### src/rtl/rrtb_pkg.sv
// Package: widths, register indexes and stage types for the rounded-rect touch button.
`timescale 1ns / 1ps
`default_nettype none
package rrtb_pkg;

	localparam int COORD_BITS = 12;
	localparam int RAD_BITS   = COORD_BITS - 1;
	localparam int DIFF_BITS  = COORD_BITS + 2;
	localparam int SQ_BITS    = 2 * DIFF_BITS;
	localparam int R1SQ_BITS  = 2 * (RAD_BITS + 1);
	localparam int IDX_BITS   = 3;

	typedef enum logic [IDX_BITS-1:0] {
		REG_RECT_LEFT     = 3'd0,
		REG_RECT_TOP      = 3'd1,
		REG_RECT_RIGHT    = 3'd2,
		REG_RECT_BOTTOM   = 3'd3,
		REG_CORNER_RADIUS = 3'd4
	} reg_idx_t;

	typedef struct packed {
		logic [COORD_BITS-1:0] rect_left;
		logic [COORD_BITS-1:0] rect_top;
		logic [COORD_BITS-1:0] rect_right;
		logic [COORD_BITS-1:0] rect_bottom;
		logic [RAD_BITS-1:0]   corner_radius;
	} cfg_t;

	typedef struct packed {
		logic [COORD_BITS-1:0] x;
		logic [COORD_BITS-1:0] y;
		logic                  touching;
	} sample_t;

	typedef struct packed {
		logic                 touching;
		logic                 inbox;
		logic                 neg_xl;
		logic                 pos_xr;
		logic                 neg_yt;
		logic                 pos_yb;
		logic [SQ_BITS-1:0]   sq_xl;
		logic [SQ_BITS-1:0]   sq_xr;
		logic [SQ_BITS-1:0]   sq_yt;
		logic [SQ_BITS-1:0]   sq_yb;
		logic [R1SQ_BITS-1:0] r1sq;
	} geom_t;

endpackage
`default_nettype wire

### src/rtl/rrtb_sample_if.sv
// Interface: touch sample channel.
`timescale 1ns / 1ps
`default_nettype none
interface rrtb_sample_if;
	logic                           valid;
	logic                           ready;
	logic [rrtb_pkg::COORD_BITS-1:0] touch_x;
	logic [rrtb_pkg::COORD_BITS-1:0] touch_y;
	logic [7:0]                     touch_pressure;

	modport source(output valid, output touch_x, output touch_y, output touch_pressure,
		input ready);
	modport sink(input valid, input touch_x, input touch_y, input touch_pressure,
		output ready);
endinterface
`default_nettype wire

### src/rtl/rrtb_result_if.sv
// Interface: button event channel.
`timescale 1ns / 1ps
`default_nettype none
interface rrtb_result_if;
	logic valid;
	logic ready;
	logic press_event;
	logic click_event;

	modport source(output valid, output press_event, output click_event, input ready);
	modport sink(input valid, input press_event, input click_event, output ready);
endinterface
`default_nettype wire

### src/rtl/rrtb_cfg_regs.sv
// Configuration register file for the button geometry.
`timescale 1ns / 1ps
`default_nettype none
module rrtb_cfg_regs (
	input  wire logic                            clk,
	input  wire logic                            arst_n,
	input  wire logic                            cfg_we,
	input  wire logic [rrtb_pkg::IDX_BITS-1:0]   cfg_index,
	input  wire logic [rrtb_pkg::COORD_BITS-1:0] cfg_data,
	output rrtb_pkg::cfg_t                       cfg
);

	rrtb_pkg::cfg_t cfg_q;

	always_ff @(posedge clk or negedge arst_n) begin
		if (!arst_n) begin
			cfg_q.rect_left     <= '0;
			cfg_q.rect_top      <= '0;
			cfg_q.rect_right    <= '1;
			cfg_q.rect_bottom   <= '1;
			cfg_q.corner_radius <= '0;
		end else if (cfg_we) begin
			unique case (rrtb_pkg::reg_idx_t'(cfg_index))
				rrtb_pkg::REG_RECT_LEFT:     cfg_q.rect_left   <= cfg_data;
				rrtb_pkg::REG_RECT_TOP:      cfg_q.rect_top    <= cfg_data;
				rrtb_pkg::REG_RECT_RIGHT:    cfg_q.rect_right  <= cfg_data;
				rrtb_pkg::REG_RECT_BOTTOM:   cfg_q.rect_bottom <= cfg_data;
				rrtb_pkg::REG_CORNER_RADIUS: begin
					cfg_q.corner_radius <= cfg_data[rrtb_pkg::RAD_BITS-1:0];
				end
				default: ;
			endcase
		end
	end

	assign cfg = cfg_q;

endmodule
`default_nettype wire

### src/rtl/rrtb_geom.sv
// Geometry stage: box test, corner offsets and their squares.
`timescale 1ns / 1ps
`default_nettype none
module rrtb_geom (
	input  wire logic              clk,
	input  wire logic              arst_n,
	input  wire rrtb_pkg::cfg_t    cfg,
	input  wire logic              valid_s1,
	input  wire rrtb_pkg::sample_t sample_s1,
	input  wire logic              ready_s3,
	output logic                   ready_s2,
	output logic                   valid_s2,
	output rrtb_pkg::geom_t        geom_s2
);

	localparam int CW = rrtb_pkg::COORD_BITS;
	localparam int DW = rrtb_pkg::DIFF_BITS;
	localparam int RW = rrtb_pkg::RAD_BITS;
	localparam int SW = rrtb_pkg::SQ_BITS;
	localparam int QW = rrtb_pkg::R1SQ_BITS;

	logic signed [DW-1:0] x_e, y_e, rad_e;
	logic signed [DW-1:0] lx, rx, ty, by;
	logic signed [DW-1:0] dxl, dxr, dyt, dyb;
	logic signed [rrtb_pkg::SQ_BITS-1:0] sq_xl, sq_xr, sq_yt, sq_yb;
	logic [RW:0] r1;
	rrtb_pkg::geom_t geom_d;
	logic v2_q;

	always_comb begin
		x_e   = $signed({{(DW-CW){1'b0}}, sample_s1.x});
		y_e   = $signed({{(DW-CW){1'b0}}, sample_s1.y});
		rad_e = $signed({{(DW-RW){1'b0}}, cfg.corner_radius});
		lx = $signed({{(DW-CW){1'b0}}, cfg.rect_left}) + rad_e;
		rx = $signed({{(DW-CW){1'b0}}, cfg.rect_right}) - rad_e;
		ty = $signed({{(DW-CW){1'b0}}, cfg.rect_top}) + rad_e;
		by = $signed({{(DW-CW){1'b0}}, cfg.rect_bottom}) - rad_e;
		dxl = x_e - lx;
		dxr = x_e - rx;
		dyt = y_e - ty;
		dyb = y_e - by;
		sq_xl = SW'(dxl) * SW'(dxl);
		sq_xr = SW'(dxr) * SW'(dxr);
		sq_yt = SW'(dyt) * SW'(dyt);
		sq_yb = SW'(dyb) * SW'(dyb);
		r1 = {1'b0, cfg.corner_radius} + {{RW{1'b0}}, 1'b1};

		geom_d.touching = sample_s1.touching;
		geom_d.inbox    = (sample_s1.x >= cfg.rect_left) && (sample_s1.x <= cfg.rect_right)
			&& (sample_s1.y >= cfg.rect_top) && (sample_s1.y <= cfg.rect_bottom);
		geom_d.neg_xl = dxl[DW-1];
		geom_d.pos_xr = !dxr[DW-1] && (dxr != '0);
		geom_d.neg_yt = dyt[DW-1];
		geom_d.pos_yb = !dyb[DW-1] && (dyb != '0);
		geom_d.sq_xl  = $unsigned(sq_xl);
		geom_d.sq_xr  = $unsigned(sq_xr);
		geom_d.sq_yt  = $unsigned(sq_yt);
		geom_d.sq_yb  = $unsigned(sq_yb);
		geom_d.r1sq   = QW'(r1) * QW'(r1);
	end

	assign ready_s2 = !v2_q || ready_s3;

	always_ff @(posedge clk or negedge arst_n) begin
		if (!arst_n) begin
			v2_q <= 1'b0;
		end else if (ready_s2) begin
			v2_q <= valid_s1;
		end
	end

	always_ff @(posedge clk) begin
		if (ready_s2 && valid_s1) begin
			geom_s2 <= geom_d;
		end
	end

	assign valid_s2 = v2_q;

endmodule
`default_nettype wire

### src/rtl/rrtb_ctrl.sv
// Decision stage: corner distance test, press/click state and result register.
`timescale 1ns / 1ps
`default_nettype none
module rrtb_ctrl (
	input  wire logic            clk,
	input  wire logic            arst_n,
	input  wire logic            valid_s2,
	input  wire rrtb_pkg::geom_t geom_s2,
	output logic                 ready_s3,
	rrtb_result_if.source        result
);

	localparam int SW = rrtb_pkg::SQ_BITS;

	logic [SW:0] sum_tl, sum_tr, sum_bl, sum_br, lim;
	logic out_tl, out_tr, out_bl, out_br, in_shape;
	logic press_d, click_d;
	logic v3_q, was_touching_q, press_armed_q;
	logic press_s3, click_s3;

	always_comb begin
		sum_tl = {1'b0, geom_s2.sq_xl} + {1'b0, geom_s2.sq_yt};
		sum_tr = {1'b0, geom_s2.sq_xr} + {1'b0, geom_s2.sq_yt};
		sum_bl = {1'b0, geom_s2.sq_xl} + {1'b0, geom_s2.sq_yb};
		sum_br = {1'b0, geom_s2.sq_xr} + {1'b0, geom_s2.sq_yb};
		lim    = {{(SW+1-rrtb_pkg::R1SQ_BITS){1'b0}}, geom_s2.r1sq};
		out_tl = geom_s2.neg_xl && geom_s2.neg_yt && (sum_tl >= lim);
		out_tr = geom_s2.pos_xr && geom_s2.neg_yt && (sum_tr >= lim);
		out_bl = geom_s2.neg_xl && geom_s2.pos_yb && (sum_bl >= lim);
		out_br = geom_s2.pos_xr && geom_s2.pos_yb && (sum_br >= lim);
		in_shape = geom_s2.inbox && !(out_tl || out_tr || out_bl || out_br);
		press_d = geom_s2.touching && !was_touching_q && in_shape;
		click_d = !geom_s2.touching && press_armed_q && in_shape;
	end

	assign ready_s3 = !v3_q || result.ready;

	always_ff @(posedge clk or negedge arst_n) begin
		if (!arst_n) begin
			v3_q           <= 1'b0;
			was_touching_q <= 1'b0;
			press_armed_q  <= 1'b0;
		end else if (ready_s3) begin
			v3_q <= valid_s2;
			if (valid_s2) begin
				was_touching_q <= geom_s2.touching;
				if (press_d) begin
					press_armed_q <= 1'b1;
				end else if (!geom_s2.touching) begin
					press_armed_q <= 1'b0;
				end
			end
		end
	end

	always_ff @(posedge clk) begin
		if (ready_s3 && valid_s2) begin
			press_s3 <= press_d;
			click_s3 <= click_d;
		end
	end

	assign result.valid       = v3_q;
	assign result.press_event = press_s3;
	assign result.click_event = click_s3;

endmodule
`default_nettype wire

### src/rtl/rounded_rect_touch_button.sv
// Top level: rounded-rectangle touch button event detector.
// Each accepted touch sample yields exactly one result item carrying press_event and
// click_event, in sample order. The path is three register stages (sample register,
// geometry/squares register, result register), and one sample per cycle is accepted while
// the result side keeps up; throughput is set by the single-pass geometry stage, and a
// stalled result stalls the pipeline only once its free stages are used up. Configuration
// writes take effect on the next cycle and should be made while no sample is in flight.
`timescale 1ns / 1ps
`default_nettype none
module rounded_rect_touch_button (
	input  wire logic                            clk,
	input  wire logic                            arst_n,
	input  wire logic                            cfg_we,
	input  wire logic [rrtb_pkg::IDX_BITS-1:0]   cfg_index,
	input  wire logic [rrtb_pkg::COORD_BITS-1:0] cfg_data,
	rrtb_sample_if.sink                          sample,
	rrtb_result_if.source                        result
);

	rrtb_pkg::cfg_t    cfg;
	rrtb_pkg::sample_t sample_s1;
	rrtb_pkg::geom_t   geom_s2;
	logic v1_q, valid_s2, ready_s1, ready_s2, ready_s3;

	rrtb_cfg_regs u_cfg (
		.clk       (clk),
		.arst_n    (arst_n),
		.cfg_we    (cfg_we),
		.cfg_index (cfg_index),
		.cfg_data  (cfg_data),
		.cfg       (cfg)
	);

	assign ready_s1     = !v1_q || ready_s2;
	assign sample.ready = ready_s1;

	always_ff @(posedge clk or negedge arst_n) begin
		if (!arst_n) begin
			v1_q <= 1'b0;
		end else if (ready_s1) begin
			v1_q <= sample.valid;
		end
	end

	always_ff @(posedge clk) begin
		if (ready_s1 && sample.valid) begin
			sample_s1.x        <= sample.touch_x;
			sample_s1.y        <= sample.touch_y;
			sample_s1.touching <= (sample.touch_pressure != 8'd0);
		end
	end

	rrtb_geom u_geom (
		.clk       (clk),
		.arst_n    (arst_n),
		.cfg       (cfg),
		.valid_s1  (v1_q),
		.sample_s1 (sample_s1),
		.ready_s3  (ready_s3),
		.ready_s2  (ready_s2),
		.valid_s2  (valid_s2),
		.geom_s2   (geom_s2)
	);

	rrtb_ctrl u_ctrl (
		.clk      (clk),
		.arst_n   (arst_n),
		.valid_s2 (valid_s2),
		.geom_s2  (geom_s2),
		.ready_s3 (ready_s3),
		.result   (result)
	);

endmodule
`default_nettype wire

### src/flat_wrapper.sv
// flat-port wrapper written by rule: the top's interface ports become plain ports
module rounded_rect_touch_button_flat 
  (clk, arst_n, cfg_we, cfg_index, cfg_data, sample_valid, sample_touch_x, sample_touch_y, sample_touch_pressure, sample_ready, result_valid, result_press_event, result_click_event, result_ready);
  rrtb_sample_if sample_i ();
  rrtb_result_if result_i ();
  input  wire logic clk;
  input  wire logic arst_n;
  input  wire logic cfg_we;
  input  wire logic [rrtb_pkg::IDX_BITS-1:0] cfg_index;
  input  wire logic [rrtb_pkg::COORD_BITS-1:0] cfg_data;
  input wire logic [$bits(sample_i.valid)-1:0] sample_valid;
  input wire logic [$bits(sample_i.touch_x)-1:0] sample_touch_x;
  input wire logic [$bits(sample_i.touch_y)-1:0] sample_touch_y;
  input wire logic [$bits(sample_i.touch_pressure)-1:0] sample_touch_pressure;
  output wire logic [$bits(sample_i.ready)-1:0] sample_ready;
  output wire logic [$bits(result_i.valid)-1:0] result_valid;
  output wire logic [$bits(result_i.press_event)-1:0] result_press_event;
  output wire logic [$bits(result_i.click_event)-1:0] result_click_event;
  input wire logic [$bits(result_i.ready)-1:0] result_ready;
  assign sample_i.valid = sample_valid;
  assign sample_i.touch_x = sample_touch_x;
  assign sample_i.touch_y = sample_touch_y;
  assign sample_i.touch_pressure = sample_touch_pressure;
  assign sample_ready = sample_i.ready;
  assign result_valid = result_i.valid;
  assign result_press_event = result_i.press_event;
  assign result_click_event = result_i.click_event;
  assign result_i.ready = result_ready;
  rounded_rect_touch_button u_core (.clk(clk), .arst_n(arst_n), .cfg_we(cfg_we), .cfg_index(cfg_index), .cfg_data(cfg_data), .sample(sample_i), .result(result_i));
endmodule
### config.mk
export PLATFORM = sky130hd
export DESIGN_NAME = rounded_rect_touch_button_flat
export DESIGN_NICKNAME = d
export VERILOG_FILES = /design/src/rtl/rrtb_pkg.sv /design/src/rtl/rrtb_sample_if.sv /design/src/rtl/rrtb_result_if.sv /design/src/rtl/rrtb_cfg_regs.sv /design/src/rtl/rrtb_geom.sv /design/src/rtl/rrtb_ctrl.sv /design/src/rtl/rounded_rect_touch_button.sv /design/src/flat_wrapper.sv
export SDC_FILE = /design/constraint.sdc
export NUM_CORES = 2
export LEC_CHECK = 0
export BUFFER_PORTS_ARGS = -buffer_cell sky130_fd_sc_hd__buf_2
export CORE_MARGIN = 4
export CORE_UTILIZATION = 55
export DETAILED_ROUTE_END_ITERATION = 6
export GPL_ROUTABILITY_DRIVEN = 0
export PLACE_DENSITY = 0.81
export SLEW_MARGIN = 10
export SYNTH_ARGS = -nofsm -noshare
export SYNTH_HDL_FRONTEND = slang
export SYNTH_SLANG_ARGS = --single-unit
### constraint.sdc
create_clock -name clk -period 12.2 [get_ports clk]
set_input_delay 2.44 -clock clk [delete_from_list [all_inputs] [get_ports clk]]
set_output_delay 2.44 -clock clk [all_outputs]
set_load 0.02 [all_outputs]
==> out/results.ini <==
[route]
dr_wl_met2_mm = 58.7
via_count = 36988
drc = 0
ant_nets = 0
vias_per_cell = 5.74
drt_iter0_markers = 2672
totalWireLength_mm = 122
wl_met3_mm = 9.70
top_layer = met4
post_drt_wl_per_cell_um = 18.9
detail_route.first_pass.iterations = 6
met1Wirelength_mm = 47.0

[clock_tree]
cts_inserted_buffers = 26
clock_sink_count = 228
cts.htree.levels = 1
clock_tree.root_cell = clkbuf_16
clock_tree.buffer_depth = 3
clock_tree_from_tritoncts = built
clk_latency_ps = 600
postCtsSetupRepairBufs = 0
cts.repair.resized = 0
clkTransAtPathRegs_ps = 70
count_of_hold_buffers_inserted_by_post_cts_repair = 0

[setup_path]
cp-end-kind = flop
worst_path_fanout_max = 17
timing.critical_path.depth = 37
critPathBufInv = 5
timing.critical_path.slowest_cell_delay_ps = 760
worst_setup_path_start_kind = flop
cp_data_arrival_time_ps = 10880
path_class = flop to flop
cp_top_family = adder cells
worst_r2r_path_depth = 37
critPathSlowestCell = fa_1
cp.required_ps = 12540
worst_path_most_repeated_cell = fa_1

[synthesis]
ys_warnings = 0
post_synth_instance_area_um2 = 48700
ys_seq_elements = 228
synthFlopType = edfxtp_1
synth.avg_cell_area_um2 = 9.38
yosysSeqAreaShare_pct = 13.5
async_flop_share_pct = 28.1
post_synth_num_cell_types = 97
number_of_instances_in_the_synthesized_netlist = 5196
synth_enable_flop_cells = 164

[floorplanning]
initial_utilization_pct = 55.8
die_h_um = 306
ioPinCount = 56
die_width_um = 306
core_region_area_um2 = 87300
rows = 108
dieArea_um2 = 93400

[sta]
fmax_ghz = 0.0948
final.setup.worst_slack_ps = 1650
transition_time_at_the_pin_with_the_least_slew_margin_ps = 1170
setup_viol = 0
final_hold_viol_count = 0
timing.slew.headroom_pct = 21.7
worst_hold_slack_ps = 427
final_min_period_over_clock_period_pct = 86.5
fin_crit_ps = 10550
worst_clock_skew_ps = 19.7
report.final.slew_viol_count = 0
rsz0062_at_grt = false
setup-tns-final_ps = 0

[placement]
place.detailed.hpwl_mm = 102
dp_worst_setup_slack_ps = 1850
placedCellCount = 6399
io_buffer_count = 55

[final_layout]
n_antenna_cell = 0
post_route_cells_drive_above_1_share_pct = 5.07
layout_commonest_cell = inv_1
mostFrequentLayoutCells = inv_1, fa_1, ha_1
area.growth.synth_to_final_pct = 5.79
instances_no_fill = 6446
total_nets_final = 6774

[global_routing]
grt_first_pass_wirelength_mm = 199
number_of_global_route_vias_before_repair = 39049
global_route.usage.total_pct = 26.5
maximum_number_of_pins_on_one_net_before_global_route_repair = 80
total_congestion_overflow = 0
antenna_violations_before_repair = 1

[worst_hold_path]
hold-path-cell-count = 0
min_path_type = flop to flop

[run]
max_cap_violations = 0

[status]
outcome = finished clean

[synth_stat cells (12+ instances only)]
master | n | share of area, %
o21a_1 | 50 | 0.77
and3_1 | 23 | 0.30
o21bai_1 | 31 | 0.48
nor2b_1 | 31 | 0.40
dfrtp_1 | 40 | 2.1
edfxtp_1 | 164 | 10
o21ai_1 | 12 | 0.12
xnor2_1 | 235 | 4.2
or2_2 | 24 | 0.31
nand4_1 | 35 | 0.45
inv_1 | 1111 | 8.6
a21boi_0 | 13 | 0.20
ha_1 | 647 | 17
nand2_1 | 392 | 3.0
clkinv_1 | 13 | 0.10
xor2_1 | 77 | 1.4
nor2_1 | 423 | 3.3
dfstp_2 | 24 | 1.3
clkbuf_1 | 57 | 0.44
nand3_1 | 51 | 0.52
mux2_2 | 14 | 0.32
o21ai_0 | 173 | 1.8
a31oi_1 | 27 | 0.35
nor4_1 | 18 | 0.23
nor3_1 | 71 | 0.73
a211oi_1 | 29 | 0.45
nand2b_1 | 48 | 0.62
a2111oi_0 | 12 | 0.22
a21o_1 | 110 | 1.7
o211ai_1 | 18 | 0.28
fa_1 | 803 | 33
or3_1 | 13 | 0.17
a21oi_1 | 208 | 2.1
and2_1 | 34 | 0.44
[cells by family after synthesis]
family | after synthesis | synth area share [%]
adder cells (fa/ha/maj) | 1450 | 49.6
multiplexers | 22 | 0.491
other | 2 | 0.0154
AND/OR/NAND/NOR | 1190 | 10.9
flip-flops | 228 | 13.5
buffers and inverters | 1202 | 9.32
AO/OA/AOI/OAI | 789 | 10.5
XOR/XNOR | 313 | 5.64
[layer usage]
metal,vias to the layer above,track usage (%)
met3,306,3.57
met2,1432,45.3
met4,0,11.1
met5,-,0
li1,16869,-
met1,18381,34.1
[final cells by class]
class,count,area [µm²]
clock buffers,32,723
clock inverters,15,166
fillers,7246,35800
inverters,1132,4250
multi-input cells,3777,37700
flip-flops and latches,228,6560
well taps,1155,1450
repair buffers,107,666
[metrics by stage]
stage               cell area [µm²]  utilization (%)
detailed placement            50600             58.0
floorplan                     48800                -
global placement              50600             58.0
finish                        51500             59.0
CTS                           51500             59.0
global route                  51500             59.0
[state kept, by name, indices dropped and copies added (netlist names)]
| name | cells |
|---|---|
| u_core.u_ctrl.press_armed_q | 1 |
| u_core.u_ctrl.result.click_event | 1 |
| u_core.u_ctrl.result.press_event | 1 |
| u_core.u_geom.geom_s2 | 137 |
| u_core.v1_q | 1 |
| u_core.u_ctrl.was_touching_q | 1 |
| u_core.u_cfg.cfg | 59 |
| u_core.sample_s1 | 25 |
| u_core.u_ctrl.result.valid | 1 |
| u_core.u_geom.valid_s2 | 1 |
[path summary, 6_finish.rpt]
path                                      from                          to  slack [ps]
hold / removal             u_core.sample_s1[0]  u_core.u_geom.geom_s2[141]         430
max in group asynchronous               arst_n         u_core.u_cfg.cfg[2]        9630
min in group asynchronous               arst_n        u_core.u_cfg.cfg[54]        2030
hold reg to reg            u_core.sample_s1[0]  u_core.u_geom.geom_s2[141]         430
setup reg to reg           u_core.u_cfg.cfg[0]   u_core.u_geom.geom_s2[51]        1650
setup / recovery           u_core.u_cfg.cfg[0]   u_core.u_geom.geom_s2[51]        1650
Power is left out: the tool's default activity adds up to more than one toggle a clock period on the data nets, which glitch-free logic cannot reach.
